--- src/hw/rtl/bpc_pkg.sv ---
// ----------------------------------------------------------------------------
// bpc_pkg
// Shared types and constants of the blind position controller.
// ----------------------------------------------------------------------------
package bpc_pkg;

    localparam int NUM_BLINDS = 4;

    localparam int CH_W   = 2;
    localparam int PCT_W  = 7;
    localparam int MS_W   = 32;
    localparam int TIME_W = 16;
    localparam int DIVS_W = 16;
    localparam int PROD_W = PCT_W + TIME_W;
    localparam int CFG_IDX_W = 3;

    localparam logic [7:0]       LVL_TOGGLE  = 8'hFF;
    localparam logic [7:0]       LVL_STOP    = 8'hC9;
    localparam logic [PCT_W-1:0] PCT_MAX     = 7'd100;
    localparam logic [MS_W-1:0]  OFF_HOLD_MS = 32'd20000;

    typedef enum logic [1:0] {
        MODE_TICK  = 2'd0,
        MODE_SVC   = 2'd1,
        MODE_SET   = 2'd2,
        MODE_QUERY = 2'd3
    } mode_t;

    typedef enum logic [CFG_IDX_W-1:0] {
        REG_MS_DOWN  = 3'd0,
        REG_MS_UP    = 3'd1,
        REG_MS_TILT  = 3'd2,
        REG_SETTLE   = 3'd3,
        REG_END_XTRA = 3'd4
    } cfg_reg_t;

    typedef enum logic [2:0] {
        PH_STOP  = 3'd0,
        PH_WAIT  = 3'd1,
        PH_TURN  = 3'd2,
        PH_MOVE  = 3'd3,
        PH_OFF   = 3'd4,
        PH_SWDIR = 3'd5
    } phase_t;

    typedef logic [PCT_W-1:0] pct_t;

    typedef struct packed {
        phase_t          cur;
        phase_t          nxt;
        logic            force_on;
        logic            down;
        pct_t            target;
        pct_t            saved;
        pct_t            actual;
        pct_t            start;
        pct_t            tilt;
        logic            known;
        logic            seeking;
        logic [MS_W-1:0] phase_start;
        logic [MS_W-1:0] due;
        logic            dir_pin;
        logic            act_pin;
    } chan_t;

    localparam chan_t CHAN_RESET = '{
        cur: PH_OFF, nxt: PH_OFF, force_on: 1'b0, down: 1'b0,
        target: '0, saved: '0, actual: '0, start: '0, tilt: '0,
        known: 1'b0, seeking: 1'b0, phase_start: '0, due: '0,
        dir_pin: 1'b1, act_pin: 1'b1
    };

endpackage

--- src/hw/rtl/bpc_div.sv ---
// ----------------------------------------------------------------------------
// bpc_div
// Restoring divider, one quotient bit per cycle.
// ----------------------------------------------------------------------------
module bpc_div
    import bpc_pkg::*;
(
    input  logic              clk,
    input  logic              rst_n,
    input  logic              start,
    input  logic [MS_W-1:0]   dividend,
    input  logic [DIVS_W-1:0] divisor,
    output logic              done,
    output logic [MS_W-1:0]   quotient
);

    localparam int CNT_W = $clog2(MS_W + 1);

    logic [DIVS_W:0]   rem_reg, rem_next;
    logic [MS_W-1:0]   quo_reg, quo_next;
    logic [DIVS_W-1:0] dvs_reg;
    logic [CNT_W-1:0]  cnt_reg, cnt_next;
    logic              busy_reg, busy_next;
    logic              done_reg, done_next;
    logic [DIVS_W:0]   rem_sh;

    always_comb
    begin
        rem_sh    = {rem_reg[DIVS_W-1:0], quo_reg[MS_W-1]};
        rem_next  = rem_reg;
        quo_next  = quo_reg;
        cnt_next  = cnt_reg;
        busy_next = busy_reg;
        done_next = 1'b0;
        if (start)
        begin
            rem_next  = '0;
            quo_next  = dividend;
            cnt_next  = CNT_W'(MS_W);
            busy_next = 1'b1;
        end
        else if (busy_reg)
        begin
            if (rem_sh >= {1'b0, dvs_reg})
            begin
                rem_next = rem_sh - {1'b0, dvs_reg};
                quo_next = {quo_reg[MS_W-2:0], 1'b1};
            end
            else
            begin
                rem_next = rem_sh;
                quo_next = {quo_reg[MS_W-2:0], 1'b0};
            end
            cnt_next = cnt_reg - CNT_W'(1);
            if (cnt_reg == CNT_W'(1))
            begin
                busy_next = 1'b0;
                done_next = 1'b1;
            end
        end
    end

    always_ff @(posedge clk or negedge rst_n)
    begin
        if (!rst_n)
        begin
            busy_reg <= 1'b0;
            done_reg <= 1'b0;
            cnt_reg  <= '0;
        end
        else
        begin
            busy_reg <= busy_next;
            done_reg <= done_next;
            cnt_reg  <= cnt_next;
        end
    end

    always_ff @(posedge clk)
    begin
        rem_reg <= rem_next;
        quo_reg <= quo_next;
        if (start)
        begin
            dvs_reg <= divisor;
        end
    end

    assign done     = done_reg;
    assign quotient = quo_reg;

endmodule

--- src/hw/rtl/blind_position_controller_core.sv ---
// ----------------------------------------------------------------------------
// blind_position_controller_core
// Time-based roller blind control for several channels with position estimate.
// ----------------------------------------------------------------------------
// Sequencing: an accepted item passes S_MUL, which registers the run time product,
// then S_EXEC, which writes the output register; with the position estimate it first
// waits in S_DIV for the shared serial divider. The next item is taken once the result
// is placed in the output register; a stalled output holds the sequencer in S_EXEC.
// Reset: all channels relay off, both relays off, position unknown, clock zero.
module blind_position_controller_core
    import bpc_pkg::*;
(
    input  logic                 clk,
    input  logic                 rst_n,
    input  logic                 in_valid,
    output logic                 in_stall,
    input  logic [1:0]           mode,
    input  logic [CH_W-1:0]      channel,
    input  logic [7:0]           level,
    output logic                 out_valid,
    input  logic                 out_stall,
    output logic [CH_W-1:0]      out_channel,
    output logic                 dir_relay_high,
    output logic                 act_relay_high,
    output logic                 report_valid,
    output logic                 query_valid,
    output logic [PCT_W-1:0]     position,
    input  logic                 cfg_valid,
    output logic                 cfg_ready,
    input  logic [CFG_IDX_W-1:0] cfg_index,
    input  logic [TIME_W-1:0]    cfg_data
);

    typedef enum logic [3:0] {
        S_IDLE = 4'b0001,
        S_DIV  = 4'b0010,
        S_MUL  = 4'b0100,
        S_EXEC = 4'b1000
    } state_t;

    state_t state_reg, state_next;

    logic [TIME_W-1:0] ms_down_reg, ms_up_reg, settle_reg, extra_reg;
    logic [7:0]        ms_tilt_reg;
    logic [MS_W-1:0]   ms_clock_reg;
    chan_t             ch_reg [NUM_BLINDS];

    mode_t             mode_reg;
    logic [CH_W-1:0]   chan_reg;
    logic [7:0]        level_reg;
    logic              est_reg;
    logic [PROD_W-1:0] prod_reg, prod_next;

    logic              out_valid_reg;
    logic [CH_W-1:0]   out_channel_reg;
    logic              out_dir_reg, out_act_reg, out_rep_reg, out_qry_reg;
    pct_t              out_pos_reg;

    logic              in_accept, in_range_in, in_range_reg, slot_free;
    chan_t             ch_in, s0, se, s_new;
    logic              need_est;
    logic [DIVS_W-1:0] div_divisor;
    logic              div_done;
    logic [MS_W-1:0]   div_quo;
    logic              reported, queried;
    pct_t              rep_pct;
    pct_t              d_move, d_tilt;
    logic [PCT_W-1:0]  mul_a;
    logic [TIME_W-1:0] mul_b;

    function automatic logic [TIME_W-1:0] nz(logic [TIME_W-1:0] v);
        return (v == '0) ? TIME_W'(1) : v;
    endfunction

    function automatic chan_t est_apply(chan_t s, logic [MS_W-1:0] q);
        chan_t r;
        r = s;
        if (s.cur == PH_MOVE)
        begin
            if (s.down)
            begin
                r.actual = (q >= MS_W'(PCT_MAX - s.start)) ? PCT_MAX : s.start + q[PCT_W-1:0];
                r.tilt   = PCT_MAX;
            end
            else
            begin
                r.actual = (q >= MS_W'(s.start)) ? '0 : s.start - q[PCT_W-1:0];
                r.tilt   = '0;
            end
        end
        else if (s.cur == PH_TURN)
        begin
            if (s.down)
            begin
                r.tilt = (q >= MS_W'(PCT_MAX - s.tilt)) ? PCT_MAX : s.tilt + q[PCT_W-1:0];
            end
            else
            begin
                r.tilt = (q >= MS_W'(s.tilt)) ? '0 : s.tilt - q[PCT_W-1:0];
            end
        end
        return r;
    endfunction

    // Position estimate is already applied to s where the command needs it.
    function automatic chan_t set_level(chan_t s, logic [7:0] lvl);
        chan_t r;
        pct_t  t;
        r = s;
        t = (lvl[7:1] > PCT_MAX) ? PCT_MAX : lvl[7:1];
        if (lvl == LVL_TOGGLE)
        begin
            if (r.cur == PH_TURN)
            begin
                r.nxt = PH_STOP;
            end
            r.force_on = 1'b1;
            if (r.cur == PH_STOP || r.cur == PH_OFF)
            begin
                r.target = r.down ? '0 : PCT_MAX;
                r.nxt    = PH_WAIT;
                if (!r.known)
                begin
                    r.actual = r.down ? PCT_MAX : '0;
                end
            end
        end
        else if (lvl == LVL_STOP)
        begin
            r.nxt      = PH_STOP;
            r.force_on = 1'b1;
        end
        else
        begin
            r.target = t;
            if (r.cur == PH_TURN || r.cur == PH_MOVE)
            begin
                if ((!r.down && t > r.actual) || (r.down && t < r.actual))
                begin
                    r.nxt      = PH_SWDIR;
                    r.force_on = 1'b1;
                end
                else if (r.cur == PH_MOVE)
                begin
                    r.nxt      = PH_MOVE;
                    r.force_on = 1'b1;
                end
            end
            else if (t != r.actual)
            begin
                r.nxt      = PH_WAIT;
                r.force_on = 1'b1;
            end
            if (!r.known)
            begin
                if (t == '0)
                begin
                    r.actual = PCT_MAX;
                end
                else if (t == PCT_MAX)
                begin
                    r.actual = '0;
                end
                else
                begin
                    r.actual  = PCT_MAX;
                    r.saved   = t;
                    r.target  = '0;
                    r.seeking = 1'b1;
                end
            end
        end
        return r;
    endfunction

    assign cfg_ready = 1'b1;
    assign in_stall  = (state_reg != S_IDLE);
    assign in_accept = in_valid && !in_stall;
    assign slot_free = !out_valid_reg || !out_stall;

    // ---- item intake --------------------------------------------------------
    assign in_range_in = ({1'b0, channel} < (CH_W + 1)'(NUM_BLINDS));
    assign ch_in       = ch_reg[channel];

    always_comb
    begin
        need_est = 1'b0;
        if (in_range_in && (ch_in.cur == PH_MOVE || ch_in.cur == PH_TURN))
        begin
            unique case (mode_t'(mode))
                MODE_QUERY: need_est = 1'b1;
                MODE_SET:   need_est = (level != LVL_TOGGLE) && (level != LVL_STOP);
                MODE_SVC:   need_est = ch_in.force_on && (ch_in.nxt == PH_STOP);
                MODE_TICK:  need_est = 1'b0;
                default:    need_est = 1'b0;
            endcase
        end
        if (ch_in.cur == PH_TURN)
        begin
            div_divisor = {8'b0, (ms_tilt_reg == 8'd0) ? 8'd1 : ms_tilt_reg};
        end
        else
        begin
            div_divisor = ch_in.down ? nz(ms_down_reg) : nz(ms_up_reg);
        end
    end

    bpc_div u_div (
        .clk      (clk),
        .rst_n    (rst_n),
        .start    (in_accept && need_est),
        .dividend (ms_clock_reg - ch_in.phase_start),
        .divisor  (div_divisor),
        .done     (div_done),
        .quotient (div_quo)
    );

    // ---- run time product for turn and move ---------------------------------
    assign s0 = ch_reg[chan_reg];

    always_comb
    begin
        d_tilt = s0.down ? ((s0.tilt >= PCT_MAX) ? '0 : PCT_MAX - s0.tilt) : s0.tilt;
        if (s0.down)
        begin
            d_move = (s0.target > s0.actual) ? s0.target - s0.actual : '0;
        end
        else
        begin
            d_move = (s0.actual > s0.target) ? s0.actual - s0.target : '0;
        end
        if (s0.nxt == PH_TURN)
        begin
            mul_a = d_tilt;
            mul_b = {8'b0, ms_tilt_reg};
        end
        else
        begin
            mul_a = d_move;
            mul_b = s0.down ? ms_down_reg : ms_up_reg;
        end
        prod_next = mul_a * mul_b;
    end

    // ---- execute the command on one channel ---------------------------------
    always_comb
    begin
        se       = est_reg ? est_apply(s0, div_quo) : s0;
        s_new    = se;
        reported = 1'b0;
        queried  = 1'b0;
        rep_pct  = '0;
        unique case (mode_reg)
            MODE_TICK:
            begin
            end
            MODE_SET:
            begin
                s_new = set_level(se, level_reg);
            end
            MODE_QUERY:
            begin
                queried = 1'b1;
            end
            MODE_SVC:
            begin
                if (se.force_on || ms_clock_reg >= se.due)
                begin
                    unique case (se.nxt)
                        PH_OFF:
                        begin
                            s_new.dir_pin = 1'b1;
                            s_new.cur     = PH_OFF;
                            s_new.due     = ms_clock_reg + OFF_HOLD_MS;
                        end
                        PH_WAIT:
                        begin
                            s_new.down     = (se.target > se.actual);
                            s_new.dir_pin  = (se.target > se.actual);
                            s_new.cur      = PH_WAIT;
                            s_new.nxt      = PH_TURN;
                            s_new.force_on = 1'b0;
                            s_new.due      = ms_clock_reg + MS_W'(settle_reg);
                        end
                        PH_TURN:
                        begin
                            s_new.act_pin     = 1'b0;
                            s_new.phase_start = ms_clock_reg;
                            s_new.cur         = PH_TURN;
                            s_new.nxt         = PH_MOVE;
                            s_new.due         = ms_clock_reg + MS_W'(prod_reg);
                        end
                        PH_MOVE:
                        begin
                            s_new.act_pin     = 1'b0;
                            s_new.phase_start = ms_clock_reg;
                            s_new.start       = se.actual;
                            s_new.cur         = PH_MOVE;
                            s_new.nxt         = PH_STOP;
                            s_new.due         = ms_clock_reg + MS_W'(prod_reg)
                                + ((se.target == '0 || se.target == PCT_MAX)
                                   ? MS_W'(extra_reg) : '0);
                            s_new.force_on    = 1'b0;
                        end
                        PH_STOP:
                        begin
                            if (se.force_on)
                            begin
                                s_new.force_on = 1'b0;
                                s_new.target   = se.actual;
                            end
                            else
                            begin
                                s_new.actual = se.target;
                                s_new.tilt   = se.down ? PCT_MAX : '0;
                                if (!se.known && (se.target == '0 || se.target == PCT_MAX))
                                begin
                                    s_new.known = 1'b1;
                                end
                            end
                            rep_pct       = s_new.actual;
                            reported      = 1'b1;
                            s_new.act_pin = 1'b1;
                            s_new.cur     = PH_STOP;
                            s_new.nxt     = PH_OFF;
                            s_new.due     = ms_clock_reg + MS_W'(settle_reg);
                            if (se.seeking)
                            begin
                                s_new = set_level(s_new, {s_new.saved, 1'b0});
                                s_new.seeking = 1'b0;
                            end
                        end
                        PH_SWDIR:
                        begin
                            s_new.act_pin  = 1'b1;
                            s_new.cur      = PH_SWDIR;
                            s_new.nxt      = PH_WAIT;
                            s_new.force_on = 1'b0;
                            s_new.due      = ms_clock_reg + MS_W'(settle_reg);
                        end
                        default:
                        begin
                        end
                    endcase
                end
            end
            default:
            begin
            end
        endcase
    end

    // ---- sequencer ----------------------------------------------------------
    always_comb
    begin
        state_next = state_reg;
        unique case (state_reg)
            S_IDLE:
            begin
                if (in_accept)
                begin
                    state_next = need_est ? S_DIV : S_MUL;
                end
            end
            S_DIV:
            begin
                if (div_done)
                begin
                    state_next = S_MUL;
                end
            end
            S_MUL:
            begin
                state_next = S_EXEC;
            end
            S_EXEC:
            begin
                if (slot_free)
                begin
                    state_next = S_IDLE;
                end
            end
            default:
            begin
                state_next = S_IDLE;
            end
        endcase
    end

    always_ff @(posedge clk or negedge rst_n)
    begin
        if (!rst_n)
        begin
            state_reg     <= S_IDLE;
            ms_clock_reg  <= '0;
            out_valid_reg <= 1'b0;
            ms_down_reg   <= TIME_W'(200);
            ms_up_reg     <= TIME_W'(200);
            ms_tilt_reg   <= 8'd20;
            settle_reg    <= TIME_W'(200);
            extra_reg     <= TIME_W'(1000);
            for (int i = 0; i < NUM_BLINDS; i++)
            begin
                ch_reg[i] <= CHAN_RESET;
            end
        end
        else
        begin
            state_reg <= state_next;
            if (cfg_valid)
            begin
                unique case (cfg_reg_t'(cfg_index))
                    REG_MS_DOWN:  ms_down_reg <= cfg_data;
                    REG_MS_UP:    ms_up_reg   <= cfg_data;
                    REG_MS_TILT:  ms_tilt_reg <= cfg_data[7:0];
                    REG_SETTLE:   settle_reg  <= cfg_data;
                    REG_END_XTRA: extra_reg   <= cfg_data;
                    default:
                    begin
                    end
                endcase
            end
            if (state_reg == S_EXEC && slot_free)
            begin
                out_valid_reg <= 1'b1;
                if (mode_reg == MODE_TICK)
                begin
                    ms_clock_reg <= ms_clock_reg + MS_W'(1);
                end
                else if (in_range_reg)
                begin
                    ch_reg[chan_reg] <= s_new;
                end
            end
            else if (out_valid_reg && !out_stall)
            begin
                out_valid_reg <= 1'b0;
            end
        end
    end

    always_ff @(posedge clk)
    begin
        if (in_accept)
        begin
            mode_reg     <= mode_t'(mode);
            chan_reg     <= channel;
            level_reg    <= level;
            est_reg      <= need_est;
            in_range_reg <= in_range_in;
        end
        if (state_reg == S_MUL)
        begin
            prod_reg <= prod_next;
        end
        if (state_reg == S_EXEC && slot_free)
        begin
            out_channel_reg <= chan_reg;
            if (in_range_reg)
            begin
                out_dir_reg <= s_new.dir_pin;
                out_act_reg <= s_new.act_pin;
                out_rep_reg <= reported;
                out_qry_reg <= queried;
                out_pos_reg <= reported ? rep_pct : s_new.actual;
            end
            else
            begin
                out_dir_reg <= 1'b1;
                out_act_reg <= 1'b1;
                out_rep_reg <= 1'b0;
                out_qry_reg <= 1'b0;
                out_pos_reg <= '0;
            end
        end
    end

    assign out_valid      = out_valid_reg;
    assign out_channel    = out_channel_reg;
    assign dir_relay_high = out_dir_reg;
    assign act_relay_high = out_act_reg;
    assign report_valid   = out_rep_reg;
    assign query_valid    = out_qry_reg;
    assign position       = out_pos_reg;

endmodule

--- config.mk ---
export PLATFORM = sky130hd
export DESIGN_NAME = blind_position_controller_core
export DESIGN_NICKNAME = d
export VERILOG_FILES = /design/src/hw/rtl/bpc_pkg.sv /design/src/hw/rtl/bpc_div.sv /design/src/hw/rtl/blind_position_controller_core.sv
export SDC_FILE = /design/constraint.sdc
export NUM_CORES = 2
export LEC_CHECK = 0
export BUFFER_PORTS_ARGS = -buffer_cell sky130_fd_sc_hd__buf_2
export CORE_UTILIZATION = 59
export DETAILED_ROUTE_END_ITERATION = 7
export PLACE_DENSITY = 0.87
export SYNTH_ARGS = -nofsm -noshare
export SYNTH_HDL_FRONTEND = slang
export SYNTH_SLANG_ARGS = --single-unit
--- constraint.sdc ---
create_clock -name clk -period 9.1 [get_ports clk]
set_clock_uncertainty 0.05 [all_clocks]
set_input_delay 0.455 -clock clk [delete_from_list [all_inputs] [get_ports clk]]
set_output_delay 0.455 -clock clk [all_outputs]
set_load 0.01 [all_outputs]
==> impl_table.tex <==
\begin{tabular}{lr}
\hline
Metric & Value \\
\hline
\multicolumn{2}{l}{\textbf{Timing}} \\
Clock period minus final worst setup slack & 8.639 ns \\
Final-report hold violation count & 0 \\
Worst slew margin relative to its limit & 15.89\% \\
Worst slew pin tran & 1.251 ns \\
Final slew viol count & 0 \\
Setup TNS after final layout & 0 ns \\
Count of endpoints failing setup in the final report & 0 \\
Highest Clock Rate & 0.1158 GHz \\
Setup ws final & 0.4613 ns \\
Unrepaired setup endpoints after global routing & false \\
Hold slack final & 0.06712 ns \\
Final clock period utilization by the worst path & 94.93\% \\
\multicolumn{2}{l}{\textbf{Route}} \\
Met3 wire length & 16130 um \\
First-pass detailed-route iteration total & 8 \\
Violation count after the first detailed-route iteration & 4827 \\
Routed WL per cell & 23.55 um \\
Routed vias & 40450 \\
Met2 WL & 63350 um \\
Metal-1 WL & 54340 um \\
Number of nets with antenna violations after detailed routing & 0 \\
Routed wire length & 143700 um \\
Top metal layer carrying routed signals & met5 \\
Per-cell via count in the routed design & 6.627 \\
Drc violations & 1 \\
\multicolumn{2}{l}{\textbf{Floorplanning}} \\
Total core area & 79130 um\^{}2 \\
Ports placed on the boundary & 52 \\
Initial core utilization & 59.70\% \\
Horizontal extent of the die & 285.0 um \\
Y dimension of the die & 285.0 um \\
Row Count & 103 \\
Floorplan die area & 81200 um\^{}2 \\
\multicolumn{2}{l}{\textbf{Clocking}} \\
Number of buffers added by the clock tree synthesis step & 77 \\
Clock latency at the later pin of the worst-skew pair & 0.66 ns \\
Clock tree from TritonCTS & built \\
Clock buffer depth & 3 \\
Clock transition at the registers of the reported paths & 0.07 ns \\
CTS sink cnt & 674 \\
Count of H-tree levels built during CTS & 3 \\
Root buffer cell & sky130\_fd\_sc\_hd\_\_clkbuf\_16 \\
\multicolumn{2}{l}{\textbf{Final layout}} \\
Final instance count without filler cells & 6104 \\
Relative area change from synthesis to final layout & 9.201\% \\
Fraction of the core area covered by cells at the end of the flow & 65.19\% \\
Fill cell count & 6140 \\
Number of diodes added for antenna fixing & 0 \\
Number of flip-flops under the largest register name & 444 \\
Fraction of layout instances using a drive strength above 1 & 14.15\% \\
Number of nets at the end of the flow & 5423 \\
Final instance area & 51590 um\^{}2 \\
\multicolumn{2}{l}{\textbf{Synth}} \\
Top-count cell post-synth & sky130\_fd\_sc\_hd\_\_nand2\_1 \\
EDFF count, synth & 97 \\
Synth Net Count & 5428 \\
Main area contributors after synthesis & sky130\_fd\_sc\_hd\_\_dfrtp\_1 (28\%), sky130\_fd\_sc\_hd\_\_ha\_1 (8.4\%), sky130\_fd\_sc\_hd\_\_mux4\_2 (6.7\%), sky130\_fd\_sc\_hd\_\_nand2\_1 (6.3\%), sky130\_fd\_sc\_hd\_\_edfxtp\_1 (6.2\%) \\
Synth cell types & 96 \\
Area share of the largest cell type after synthesis & 27.92\% \\
Number of instances in the synthesized netlist & 4994 \\
Portion of the post-synthesis area used by sequential elements & 36.65\% \\
Seq cells post-synth & 674 \\
Post-synth top flop & sky130\_fd\_sc\_hd\_\_dfrtp\_1 \\
Most area-hungry cell type in the Yosys netlist & sky130\_fd\_sc\_hd\_\_dfrtp\_1 \\
Top cells by count, synth & sky130\_fd\_sc\_hd\_\_nand2\_1 (788), sky130\_fd\_sc\_hd\_\_dfrtp\_1 (527), sky130\_fd\_sc\_hd\_\_o21ai\_0 (478) \\
Cell area after synthesis & 47240 um\^{}2 \\
Mean post-synth cell area & 9.459 um\^{}2 \\
Async set-or-reset flop fraction in the synthesized netlist & 83.23\% \\
Total of warnings raised by yosys & 0 \\
\multicolumn{2}{l}{\textbf{Worst setup path}} \\
Top Family by Delay on Critical Path & adder cells \\
Cell type of the slowest stage on the worst timing path & sky130\_fd\_sc\_hd\_\_mux4\_2 \\
Critical path's most frequent cell & sky130\_fd\_sc\_hd\_\_inv\_1 \\
CP required & 9.53 ns \\
Crit start category & flop \\
Start point of the critical path & chan\_reg[0]\$\_DFFE\_PP\_ \\
Critical path capture point type & flop \\
WP data arrival & 9.07 ns \\
Buffer and inverter count on the worst path & 6 \\
Reg2reg start & chan\_reg[0]\$\_DFFE\_PP\_ \\
Largest fanout on the critical path & 10 \\
Worst Setup Path Type & reg2reg \\
Maximum single-stage delay on the critical path & 0.56 ns \\
\multicolumn{2}{l}{\textbf{Run}} \\
Number of maximum-capacitance constraint violations & 0 \\
\multicolumn{2}{l}{\textbf{Global route}} \\
First-pass GRT wire length & 226700 um \\
Maximum number of pins on one net before global-route repair & 180 \\
Number of global-route vias before repair & 40180 \\
All-Layer GR Usage & 35.60\% \\
Total gr overflow & 0 \\
Antenna violations before repair & 4 \\
\multicolumn{2}{l}{\textbf{Run status}} \\
Violations in the final reports & design-rule violations \\
Outcome & finished with violations \\
\multicolumn{2}{l}{\textbf{Worst hold path}} \\
Startpoint of the tightest hold check path & in\_valid \\
Path type of the worst min-delay path & in2reg \\
\multicolumn{2}{l}{\textbf{Placed design}} \\
Pre-CTS setup slack & 0.3410 ns \\
Placed cell areas & 48770 um\^{}2 \\
Number of port buffers & 50 \\
Placer Congestion & 1.045 \\
\# placed instances & 5947 \\
Final HPWL from detailed placement & 100400 um \\
\multicolumn{2}{l}{\textbf{Pwr}} \\
Overall power & 19.35 mW \\
Worst ir drop on vdd & 0.5000 mV \\
Pwr per Cell Area & 375.1 nW/um\^{}2 \\
Leakage Power & 23.40 nW \\
\hline
\end{tabular}
## kinds of logic after synthesis
kind of cell / count (synthesis) / share of synthesized area [%]
compound gates: 1314 / 17.12
xor+xnor: 192 / 3.560
fa+ha+maj: 398 / 11.81
buf+inv: 536 / 4.373
flops: 674 / 36.65
mux: 379 / 12.24
other cells: 1 / 0.007938
simple gates: 1500 / 14.23
## layout make-up
cell class / count / area (um^2) / share of cell area [%]
sequential: 674 / 17310 / 33.56
multi-input combinational: 3784 / 27980 / 54.24
clock buffer: 108 / 2206 / 4.276
clock inverter: 36 / 462.9 / 0.8974
timing repair buffer: 172 / 1256 / 2.435
tap: 1050 / 1314 / 2.547
inverter: 280 / 1051 / 2.037
## worst paths after layout
path | depth (start not counted) | slack (ns) | end
setup / recovery | 33 | 0.46 | prod_reg[22]$_DFFE_PP_
hold / removal | 4 | 0.07 | state_reg[0]$_DFFE_PN1P_
setup reg to reg | 33 | 0.46 | prod_reg[22]$_DFFE_PP_
hold reg to reg | 2 | 0.41 | ch_reg[1]$_DFFE_PN1P_
max in group asynchronous | 4 | 6.50 | settle_reg[4]$_DFFE_PN0P_
min in group asynchronous | 2 | 0.42 | ch_reg[177]$_DFFE_PN0P_
## worst min-delay path, cell delays in order
cell	delay, ns
sky130_fd_sc_hd__buf_2	0.07
sky130_fd_sc_hd__nand2_1	0.07
sky130_fd_sc_hd__nand2_1	0.07
sky130_fd_sc_hd__a21oi_1	0.06
## report_power, final
| part | leakage, nW | switching (mW) | internal (mW) |
|---|---|---|---|
| registers | 7.97 | 0.634 | 4.06 |
| clock network | 1.30 | 1.34 | 1.94 |
| logic | 14.1 | 6.99 | 4.39 |
| total | 23.4 | 8.96 | 10.4 |
## cell usage in the layout (no fill, tap or decap), types with 39 or more instances in the layout
| master | count |
|---|---|
| sky130_fd_sc_hd__fa_1 | 80 |
| sky130_fd_sc_hd__a21o_1 | 94 |
| sky130_fd_sc_hd__buf_2 | 49 |
| sky130_fd_sc_hd__inv_1 | 278 |
| sky130_fd_sc_hd__nand4_1 | 49 |
| sky130_fd_sc_hd__nor3_1 | 71 |
| sky130_fd_sc_hd__nor2_1 | 258 |
| sky130_fd_sc_hd__ha_1 | 318 |
| sky130_fd_sc_hd__mux2_2 | 189 |
| sky130_fd_sc_hd__nand3_1 | 75 |
| sky130_fd_sc_hd__o21ai_0 | 477 |
| sky130_fd_sc_hd__xor2_1 | 67 |
| sky130_fd_sc_hd__xnor2_1 | 125 |
| sky130_fd_sc_hd__dfrtp_1 | 527 |
| sky130_fd_sc_hd__clkbuf_16 | 79 |
| sky130_fd_sc_hd__edfxtp_1 | 97 |
| sky130_fd_sc_hd__nand2_1 | 785 |
| sky130_fd_sc_hd__buf_4 | 106 |
| sky130_fd_sc_hd__a22oi_1 | 42 |
| sky130_fd_sc_hd__mux2i_1 | 48 |
| sky130_fd_sc_hd__a211oi_1 | 39 |
| sky130_fd_sc_hd__a21oi_1 | 312 |
| sky130_fd_sc_hd__and2_1 | 49 |
| sky130_fd_sc_hd__mux4_2 | 140 |
## layer usage
metal	up-vias	GRT usage, %
met5	-	0
met4	4	21.24
met3	636	8.304
met2	2403	54.34
met1	19480	46.43
li1	17930	-
## what timing repair did
item                       4_1_cts  5_1_grt
resized for setup                0        5
hold endpoints to repair       109        0
setup endpoints to repair        0        4
setup buffers                    0        1
hold buffers                    12        0
Power figures use the tool's default switching activity.
